===== config.mk =====
export PLATFORM = sky130hd
export DESIGN_NAME = modbus_rtu_request_framer_top_flat
export DESIGN_NICKNAME = d
export VERILOG_FILES = /design/src/rtl/mbrtu_pkg.sv /design/src/rtl/mbrtu_if.sv /design/src/rtl/mbrtu_crc.sv /design/src/rtl/mbrtu_seq.sv /design/src/rtl/modbus_rtu_request_framer_top.sv /design/src/flat_wrapper.sv
export SDC_FILE = /design/constraint.sdc
export NUM_CORES = 1
export LEC_CHECK = 0
export BUFFER_PORTS_ARGS = -buffer_cell sky130_fd_sc_hd__buf_2
export CAP_MARGIN = 40
export CORE_MARGIN = 3
export CORE_UTILIZATION = 30
export CTS_CLUSTER_SIZE = 25
export DETAILED_ROUTE_END_ITERATION = 8
export PLACE_DENSITY = 0.48
export SYNTH_ARGS = -nofsm -noshare
export SYNTH_HDL_FRONTEND = slang
export SYNTH_SLANG_ARGS = --single-unit

===== constraint.sdc =====
create_clock -name i_clk -period 4.6 [get_ports i_clk]
set_input_delay 0.23 -clock i_clk [delete_from_list [all_inputs] [get_ports i_clk]]
set_output_delay 0.23 -clock i_clk [all_outputs]
set_load 0.005 [all_outputs]

===== src/rtl/mbrtu_pkg.sv =====
// Shared constants and types for the Modbus RTU request framer.
// Depends on nothing; every other file but mbrtu_if imports it.
package mbrtu_pkg;

    localparam logic [1:0] CMD_READ_COILS = 2'd0;
    localparam logic [1:0] CMD_READ_HOLD  = 2'd1;
    localparam logic [1:0] CMD_WRITE_HDR  = 2'd2;
    localparam logic [1:0] CMD_DATA_WORD  = 2'd3;

    localparam logic [7:0] FC_READ_COILS  = 8'h01;
    localparam logic [7:0] FC_READ_HOLD   = 8'h03;
    localparam logic [7:0] FC_WRITE_MULTI = 8'h10;

    localparam logic [1:0] ERR_NONE       = 2'd0;
    localparam logic [1:0] ERR_NO_WRITE   = 2'd1;
    localparam logic [1:0] ERR_COUNT      = 2'd2;

    localparam logic [15:0] MAX_WRITE_WORDS = 16'd123;
    localparam int          WORDS_W         = 7;

    localparam logic [15:0] CRC_INIT = 16'hFFFF;
    localparam logic [15:0] CRC_POLY = 16'hA001;

    typedef struct packed {
        logic       init;
        logic       upd;
        logic [7:0] data;
    } t_crc_ctl;

    typedef struct packed {
        logic       valid;
        logic [7:0] tx_byte;
        logic       frame_end;
        logic [1:0] error_code;
    } t_beat;

endpackage


===== src/rtl/mbrtu_if.sv =====
// Handshake interfaces for the request items and the transmitted frame bytes.
// Depends on nothing.
interface mbrtu_req_if;
    logic        valid;
    logic        ready;
    logic [1:0]  cmd;
    logic [7:0]  station_id;
    logic [15:0] start_addr;
    logic [15:0] reg_count;
    logic [15:0] data_word;

    modport source (output valid, cmd, station_id, start_addr, reg_count, data_word,
                    input ready);
    modport sink (input valid, cmd, station_id, start_addr, reg_count, data_word,
                  output ready);
endinterface

interface mbrtu_byte_if;
    logic       valid;
    logic       ready;
    logic [7:0] tx_byte;
    logic       frame_end;
    logic [1:0] error_code;

    modport source (output valid, tx_byte, frame_end, error_code, input ready);
    modport sink (input valid, tx_byte, frame_end, error_code, output ready);
endinterface


===== src/rtl/mbrtu_crc.sv =====
// Running Modbus CRC-16 register with a one-byte-per-cycle update unit.
// Depends on mbrtu_pkg.
module mbrtu_crc
    import mbrtu_pkg::*;
(
    input  logic          i_clk,
    input  logic          i_rst_n,
    input  t_crc_ctl      i_ctl,
    output logic [15:0]   o_crc
);

    logic [15:0] r_crc;
    logic [15:0] n_crc;

    function automatic logic [15:0] crc_byte(input logic [15:0] crc, input logic [7:0] b);
        logic [15:0] c;
        c = crc ^ {8'h00, b};
        for (int k = 0; k < 8; k++) begin
            if (c[0]) begin
                c = (c >> 1) ^ CRC_POLY;
            end else begin
                c = c >> 1;
            end
        end
        return c;
    endfunction

    always_comb begin
        priority if (i_ctl.init) begin
            n_crc = CRC_INIT;
        end else if (i_ctl.upd) begin
            n_crc = crc_byte(r_crc, i_ctl.data);
        end else begin
            n_crc = r_crc;
        end
    end

    always_ff @(posedge i_clk) begin
        if (!i_rst_n) begin
            r_crc <= CRC_INIT;
        end else begin
            r_crc <= n_crc;
        end
    end

    assign o_crc = r_crc;

endmodule


===== src/rtl/mbrtu_seq.sv =====
// Frame sequencer: holds one request item and steps through its bytes, one per beat.
// Depends on mbrtu_pkg and mbrtu_if.
module mbrtu_seq
    import mbrtu_pkg::*;
(
    input  logic          i_clk,
    input  logic          i_rst_n,
    mbrtu_req_if.sink     i_req,
    input  logic          i_advance,
    input  logic [15:0]   i_crc,
    output t_crc_ctl      o_crc_ctl,
    output t_beat         o_beat
);

    localparam logic [3:0] S_SID  = 4'd0;
    localparam logic [3:0] S_FC   = 4'd1;
    localparam logic [3:0] S_AH   = 4'd2;
    localparam logic [3:0] S_AL   = 4'd3;
    localparam logic [3:0] S_CH   = 4'd4;
    localparam logic [3:0] S_CL   = 4'd5;
    localparam logic [3:0] S_BC   = 4'd6;
    localparam logic [3:0] S_DH   = 4'd7;
    localparam logic [3:0] S_DL   = 4'd8;
    localparam logic [3:0] S_CRCL = 4'd9;
    localparam logic [3:0] S_CRCH = 4'd10;
    localparam logic [3:0] S_ERR  = 4'd11;

    logic               r_busy;
    logic [3:0]         r_step;
    logic [1:0]         r_cmd;
    logic [7:0]         r_sid;
    logic [15:0]        r_addr;
    logic [15:0]        r_cnt;
    logic [15:0]        r_word;
    logic [1:0]         r_err;
    logic [WORDS_W-1:0] r_words_left;
    logic               r_write_open;

    logic               n_busy;
    logic [3:0]         n_step;
    logic [WORDS_W-1:0] n_words_left;
    logic               n_write_open;

    logic               accept;
    logic               emit;
    logic               is_header;
    logic [7:0]         fc;
    logic [7:0]         beat_byte;
    logic               beat_end;
    logic               beat_data;

    assign i_req.ready = !r_busy;
    assign accept      = i_req.valid && !r_busy;
    assign emit        = r_busy && i_advance;
    assign is_header   = (i_req.cmd != CMD_DATA_WORD);

    always_comb begin
        unique case (r_cmd)
            CMD_READ_COILS: fc = FC_READ_COILS;
            CMD_READ_HOLD:  fc = FC_READ_HOLD;
            default:        fc = FC_WRITE_MULTI;
        endcase
    end

    always_comb begin
        beat_end  = 1'b0;
        beat_data = 1'b1;
        unique case (r_step)
            S_SID:   beat_byte = r_sid;
            S_FC:    beat_byte = fc;
            S_AH:    beat_byte = r_addr[15:8];
            S_AL:    beat_byte = r_addr[7:0];
            S_CH:    beat_byte = r_cnt[15:8];
            S_CL:    beat_byte = r_cnt[7:0];
            S_BC:    beat_byte = {r_cnt[6:0], 1'b0};
            S_DH:    beat_byte = r_word[15:8];
            S_DL:    beat_byte = r_word[7:0];
            S_CRCL: begin
                beat_byte = i_crc[7:0];
                beat_data = 1'b0;
            end
            S_CRCH: begin
                beat_byte = i_crc[15:8];
                beat_end  = 1'b1;
                beat_data = 1'b0;
            end
            default: begin
                beat_byte = 8'h00;
                beat_end  = 1'b1;
                beat_data = 1'b0;
            end
        endcase
    end

    always_comb begin
        o_beat.valid      = emit;
        o_beat.tx_byte    = beat_byte;
        o_beat.frame_end  = beat_end;
        o_beat.error_code = (r_step == S_ERR) ? r_err : ERR_NONE;
    end

    always_comb begin
        o_crc_ctl.init = (accept && is_header) || (emit && r_step == S_CRCH);
        o_crc_ctl.upd  = emit && beat_data;
        o_crc_ctl.data = beat_byte;
    end

    always_comb begin
        n_busy       = r_busy;
        n_step       = r_step;
        n_words_left = r_words_left;
        n_write_open = r_write_open;
        if (accept) begin
            n_busy = 1'b1;
            if (!is_header) begin
                n_step = r_write_open ? S_DH : S_ERR;
            end else begin
                n_words_left = '0;
                n_write_open = 1'b0;
                if (i_req.cmd == CMD_WRITE_HDR && i_req.reg_count > MAX_WRITE_WORDS) begin
                    n_step = S_ERR;
                end else begin
                    n_step = S_SID;
                end
            end
        end else if (emit) begin
            unique case (r_step)
                S_SID: n_step = S_FC;
                S_FC:  n_step = S_AH;
                S_AH:  n_step = S_AL;
                S_AL:  n_step = S_CH;
                S_CH:  n_step = S_CL;
                S_CL:  n_step = (r_cmd == CMD_WRITE_HDR) ? S_BC : S_CRCL;
                S_BC: begin
                    if (r_cnt == 16'd0) begin
                        n_step = S_CRCL;
                    end else begin
                        n_busy       = 1'b0;
                        n_words_left = r_cnt[WORDS_W-1:0];
                        n_write_open = 1'b1;
                    end
                end
                S_DH:  n_step = S_DL;
                S_DL: begin
                    n_words_left = r_words_left - {{(WORDS_W-1){1'b0}}, 1'b1};
                    if (r_words_left == {{(WORDS_W-1){1'b0}}, 1'b1}) begin
                        n_write_open = 1'b0;
                        n_step       = S_CRCL;
                    end else begin
                        n_busy = 1'b0;
                    end
                end
                S_CRCL: n_step = S_CRCH;
                default: n_busy = 1'b0;
            endcase
        end
    end

    always_ff @(posedge i_clk) begin
        if (!i_rst_n) begin
            r_busy       <= 1'b0;
            r_step       <= S_SID;
            r_words_left <= '0;
            r_write_open <= 1'b0;
        end else begin
            r_busy       <= n_busy;
            r_step       <= n_step;
            r_words_left <= n_words_left;
            r_write_open <= n_write_open;
        end
    end

    always_ff @(posedge i_clk) begin
        if (accept) begin
            r_cmd  <= i_req.cmd;
            r_sid  <= i_req.station_id;
            r_addr <= i_req.start_addr;
            r_cnt  <= i_req.reg_count;
            r_word <= i_req.data_word;
            r_err  <= is_header ? ERR_COUNT : ERR_NO_WRITE;
        end
    end

endmodule


===== src/rtl/modbus_rtu_request_framer_top.sv =====
// Modbus RTU master request framer, top level.
// Depends on mbrtu_pkg, mbrtu_if, mbrtu_crc and mbrtu_seq.
//
// The request channel takes one item per beat: a read-coils, read-holding or
// write-registers header, or one data word of an open write. The byte channel
// returns the frame one byte per beat, CRC low byte first, with frame_end on
// the last CRC byte. Error items give a single zero byte with frame_end set
// and the error code.
// The first byte of an item is presented from the output register after the item
// is accepted, and bytes follow one per cycle while the receiver takes them. An
// item that yields n bytes (1 to 9) holds the request channel until the stepper
// has passed on its last byte, so no new item is taken before then; the single
// byte stepper with its CRC unit, one byte per cycle, sets that pace.
// The last byte waits in the output register while the next item is taken.
// When the receiver stalls, the stepper pauses with it and no byte is lost.
// Reset empties the output register, closes any open write and sets the CRC
// to 0xFFFF.
module modbus_rtu_request_framer_top
    import mbrtu_pkg::*;
(
    input  logic        i_clk,
    input  logic        i_rst_n,
    mbrtu_req_if.sink   i_req,
    mbrtu_byte_if.source o_tx
);

    t_crc_ctl    crc_ctl;
    t_beat       beat;
    logic [15:0] crc;
    logic        advance;

    logic        r_out_valid;
    logic [7:0]  r_tx_byte;
    logic        r_frame_end;
    logic [1:0]  r_error_code;

    assign advance = !r_out_valid || o_tx.ready;

    mbrtu_crc u_crc (
        .i_clk   (i_clk),
        .i_rst_n (i_rst_n),
        .i_ctl   (crc_ctl),
        .o_crc   (crc)
    );

    mbrtu_seq u_seq (
        .i_clk     (i_clk),
        .i_rst_n   (i_rst_n),
        .i_req     (i_req),
        .i_advance (advance),
        .i_crc     (crc),
        .o_crc_ctl (crc_ctl),
        .o_beat    (beat)
    );

    always_ff @(posedge i_clk) begin
        if (!i_rst_n) begin
            r_out_valid <= 1'b0;
        end else if (beat.valid) begin
            r_out_valid <= 1'b1;
        end else if (o_tx.ready) begin
            r_out_valid <= 1'b0;
        end
    end

    always_ff @(posedge i_clk) begin
        if (beat.valid) begin
            r_tx_byte    <= beat.tx_byte;
            r_frame_end  <= beat.frame_end;
            r_error_code <= beat.error_code;
        end
    end

    assign o_tx.valid      = r_out_valid;
    assign o_tx.tx_byte    = r_tx_byte;
    assign o_tx.frame_end  = r_frame_end;
    assign o_tx.error_code = r_error_code;

endmodule


===== src/flat_wrapper.sv =====
// flat-port wrapper written by rule: the top's interface ports become plain ports
module modbus_rtu_request_framer_top_flat import mbrtu_pkg::*;
  (i_clk, i_rst_n, i_req_valid, i_req_cmd, i_req_station_id, i_req_start_addr, i_req_reg_count, i_req_data_word, i_req_ready, o_tx_valid, o_tx_tx_byte, o_tx_frame_end, o_tx_error_code, o_tx_ready);
  mbrtu_req_if i_req_i ();
  mbrtu_byte_if o_tx_i ();
  input  logic i_clk;
  input  logic i_rst_n;
  input wire logic [$bits(i_req_i.valid)-1:0] i_req_valid;
  input wire logic [$bits(i_req_i.cmd)-1:0] i_req_cmd;
  input wire logic [$bits(i_req_i.station_id)-1:0] i_req_station_id;
  input wire logic [$bits(i_req_i.start_addr)-1:0] i_req_start_addr;
  input wire logic [$bits(i_req_i.reg_count)-1:0] i_req_reg_count;
  input wire logic [$bits(i_req_i.data_word)-1:0] i_req_data_word;
  output wire logic [$bits(i_req_i.ready)-1:0] i_req_ready;
  output wire logic [$bits(o_tx_i.valid)-1:0] o_tx_valid;
  output wire logic [$bits(o_tx_i.tx_byte)-1:0] o_tx_tx_byte;
  output wire logic [$bits(o_tx_i.frame_end)-1:0] o_tx_frame_end;
  output wire logic [$bits(o_tx_i.error_code)-1:0] o_tx_error_code;
  input wire logic [$bits(o_tx_i.ready)-1:0] o_tx_ready;
  assign i_req_i.valid = i_req_valid;
  assign i_req_i.cmd = i_req_cmd;
  assign i_req_i.station_id = i_req_station_id;
  assign i_req_i.start_addr = i_req_start_addr;
  assign i_req_i.reg_count = i_req_reg_count;
  assign i_req_i.data_word = i_req_data_word;
  assign i_req_ready = i_req_i.ready;
  assign o_tx_valid = o_tx_i.valid;
  assign o_tx_tx_byte = o_tx_i.tx_byte;
  assign o_tx_frame_end = o_tx_i.frame_end;
  assign o_tx_error_code = o_tx_i.error_code;
  assign o_tx_i.ready = o_tx_ready;
  modbus_rtu_request_framer_top u_core (.i_clk(i_clk), .i_rst_n(i_rst_n), .i_req(i_req_i), .o_tx(o_tx_i));
endmodule

==> impl_metrics.toml <==
[pwr]
internal_power_mw = 1.85
sw_frac_of_total_pct = 28.7
seqPwrFrac_pct = 43.5
irDropWorstVdd_mv = 0.189
cellPowerDensity_nw_per_um2 = 440
comb_power_share_pct = 24.9
p_leak_nw = 2.18
p_sw_mw = 0.744
p_clk_share_pct = 31.6

[setup_path]
cp.required_ps = 4820
cp-start-kind = "register"
cpPeakStageDelay_ps = 840
reg2reg_slack_ps = 1070
ff2ff_path_depth = 7
crit_chain = "nor2b_1 -> a221oi_1 -> o311ai_2 -> xor3_1 -> xnor3_2 -> xnor3_1 -> o211ai_2"
worstReg2RegEnd = "u_core.u_crc.o_crc[0]"
worstPathMaxFanout = 24
cp_slowest_cell = "dfxtp_1"
worstReg2RegStart = "u_core.u_seq.r_step[2]"
crit_type = "reg2reg"
arrival_ps = 3740
end_kind = "register"

[die]
start_util_pct = 31.2
die-area_sq_um = 18300
rows = 46
core_sq_um = 16100
die_w_um = 135
die_h_um = 135
ioPinCount = 75

[synthesis]
synth_top_family_by_area = "simple AND/OR/NAND/NOR gates"
yosys_warnings = 0
synth.net_count = 497
ys_types = 76
synth-main-ff-cell = "edfxtp_1"
synth.avg_cell_area_sq_um = 11.6
synth_async_sr_flop_share_pct = 0
yosys.area_share.simple_pct = 16.7
synth-seq-area-share_pct = 54.4
netlist_instances = 433
synth_compound_area_share_pct = 14.3
synthAdderAreaFrac_pct = 0.498
synth_area_sq_um = 5030
synth_edf_count = 71
synthMuxAreaShare_pct = 3.86
synth-seq-cells = 101
synth_xor_area_share_pct = 6.05

[layout]
layout-drive-gt1-share_pct = 23.3
antenna_cells = 0
area_growth_pct = 17.1
final_net_count = 565
multiInputGateArea_sq_um = 2080
seq_area_sq_um = 2730
nFillCells = 1624

[cts]
cts_inserted_buffers = 9
cts_hold_buf = 0
clock_latency_ps = 350
root_buffer = "clkbuf_16"
cts_sinks = 101
cts_tree = "done"
cts_resized = 0
clock_path_buffers = 2
htreeDepth = 3
cts_setup_buffers = 0
clk_pin_slew_worst_paths_ps = 70

[min_path]
holdCritStartpoint = "i_req_station_id[0]"
holdPathEnd = "u_core.u_seq.r_sid[0]"
hold_class = "in2reg"
hold_depth = 1

[timing]
finalMaxSlewViolations = 0
rsz0062_at_grt = "no"
tns_ps = 0
hold_violations = 0
setup_viol = 0
hold_slack_ps = 50.3
worstMarginPinSlew_ps = 845
fin_crit_sh_pct = 76.6
worst_slack_ps = 1070
period_minus_slack_ps = 3530
slew_headroom_pct = 43.2
fin_worst_skew_ps = 10.3
max_clock_freq_ghz = 0.284

[global_routing]
grt_pass1_vias = 3657
antenna_found_initial = 0
grt_max_degree = 50
grt_pass1_wl_um = 21100
grt_use_total_pct = 15.1
grt-ovfl-total = 0

[detailed_routing]
dr.first_iter.drc_count = 319
routed_wl_um = 13500
drtAntennaViolNets = 0
drt_first_pass_iters = 5
drcViolationCount = 0
num_vias = 3722
vias_per_cell = 5.16
wl_per_cell_um = 18.7

[status]
status = "complete, no violations"

[placed_design]
port_buffers = 74
pre_cts_ws_ps = 1100
gp_congestion = 0.910
detailed_place_hpwl_um = 10100

[flow_run]
max-cap-violations = 0
[stage by stage]
stage          area (sq um)  cells  power (mW)  utilization [%]
2_1_floorplan          5030    433        1.64                -
3_3_place_gp           5560    706        1.78             34.5
3_5_place_dp           5560    706        1.79             34.5
4_1_cts                5890    722        2.61             36.5
5_1_grt                5890    722        2.72             36.5
6_report               5890    722        2.59             36.5
[cell families (layout without fill, tap and decap cells)]
kind of cell               after synthesis  count (layout)
DFF                                    101             101
muxes                                   16              16
buffers and inverters                   37             110
adders and majority gates                2               2
xor gates and xnor gates                23              23
AOI/OAI and AO/OA                       98              98
and+or+nand+nor                        156             156
[worst max path at each step]
stage,endpoint,start,slack (ps),depth (start not counted)
finish,u_core.u_crc.o_crc[0],u_core.u_seq.r_step[2],1070,7
global route,u_core.u_crc.o_crc[0],u_core.u_seq.r_step[2],900,7
CTS,u_core.u_crc.o_crc[0],u_core.u_seq.r_step[2],1120,7
detailed placement,u_core.u_crc.o_crc[0],u_core.u_seq.r_step[2],1100,7
global placement,u_core.u_crc.o_crc[0],u_core.u_seq.r_step[2],1320,7
floorplan,u_core.u_seq.r_words_left[0],u_core.u_seq.r_busy,1340,8
[metal layers]
metal	wire [um]	global-route usage, %	vias up	part of all wire [%]
li1	-	-	1780	-
met2	5980	22.1	126	44
met4	384	6.38	0	2.8
met1	6400	21.7	1792	47
met5	0	0	-	0
met3	731	3.08	24	5.4
[power groups by stage]
stage,clock [mW],combinational [mW],sequential (mW)
finish,0.820,0.645,1.13
global route,0.879,0.706,1.14
CTS,0.840,0.645,1.13
detailed placement,0,0.643,1.15
global placement,0,0.636,1.15
floorplan,0,0.525,1.11
[placed cells by master (no fill, tap or decap), types with 10 or more instances in the layout]
| cell type | count |
|---|---|
| mux2i_1 | 10 |
| nor3_1 | 12 |
| buf_2 | 74 |
| a21oi_1 | 16 |
| edfxtp_1 | 71 |
| dfxtp_1 | 30 |
| inv_1 | 10 |
| nand3_1 | 13 |
| nand2_1 | 44 |
| o21ai_0 | 15 |
| nor2_1 | 27 |
| xnor2_1 | 10 |
[synthesized netlist by cell type, drive strengths merged (4+ instances only)]
master,n,area (sq um)
a21boi,7,52.6
a21oi,16,80.1
a22o,4,35.0
a31oi,6,37.5
a32oi,4,35.0
buf,17,138
clkbuf,9,33.8
dfxtp,30,601
edfxtp,71,2130
inv,11,41.3
mux2,4,48.8
mux2i,10,100
nand2,44,165
nand2b,8,50.1
nand3,13,65.1
nand3b,5,37.5
nand4,4,25.0
nor2,27,101
nor2b,9,56.3
nor3,13,70.1
nor3b,4,30.0
nor4,4,25.0
o211ai,10,80.1
o21ai,15,75.1
xnor2,11,115
xor2,8,96.4
[layout make-up]
| cell class | instances | share of cell area (%) |
|---|---|---|
| clock buffer | 9 | 3.83 |
| clock inverter | 7 | 1.66 |
| inverter | 11 | 0.701 |
| multi-input combinational | 295 | 35.4 |
| sequential | 101 | 46.4 |
| tap | 216 | 4.59 |
| timing repair buffer | 83 | 7.44 |
[registers in the layout, summed over array words and instances, names as in the netlist, 2 cells and up]
name and count:
u_core.o_tx.error_code 2, u_core.u_seq.r_err 2, u_core.o_tx.tx_byte 8, u_core.u_crc.o_crc 16, u_core.u_seq.r_step 4, u_core.u_seq.r_words_left 7, u_core.u_seq.r_sid 8, u_core.u_seq.r_addr 16
u_core.u_seq.r_word 16, u_core.u_seq.r_cnt 16, u_core.u_seq.r_cmd 2
[critical path: cells and delay by family (launching register included)]
kind | cells | cell delay (ps)
AOI/OAI and AO/OA | 3 | 820
xor gates and xnor gates | 3 | 1130
DFF | 1 | 840
and+or+nand+nor | 1 | 590
Note: power is estimated with default switching activity, not from simulation.
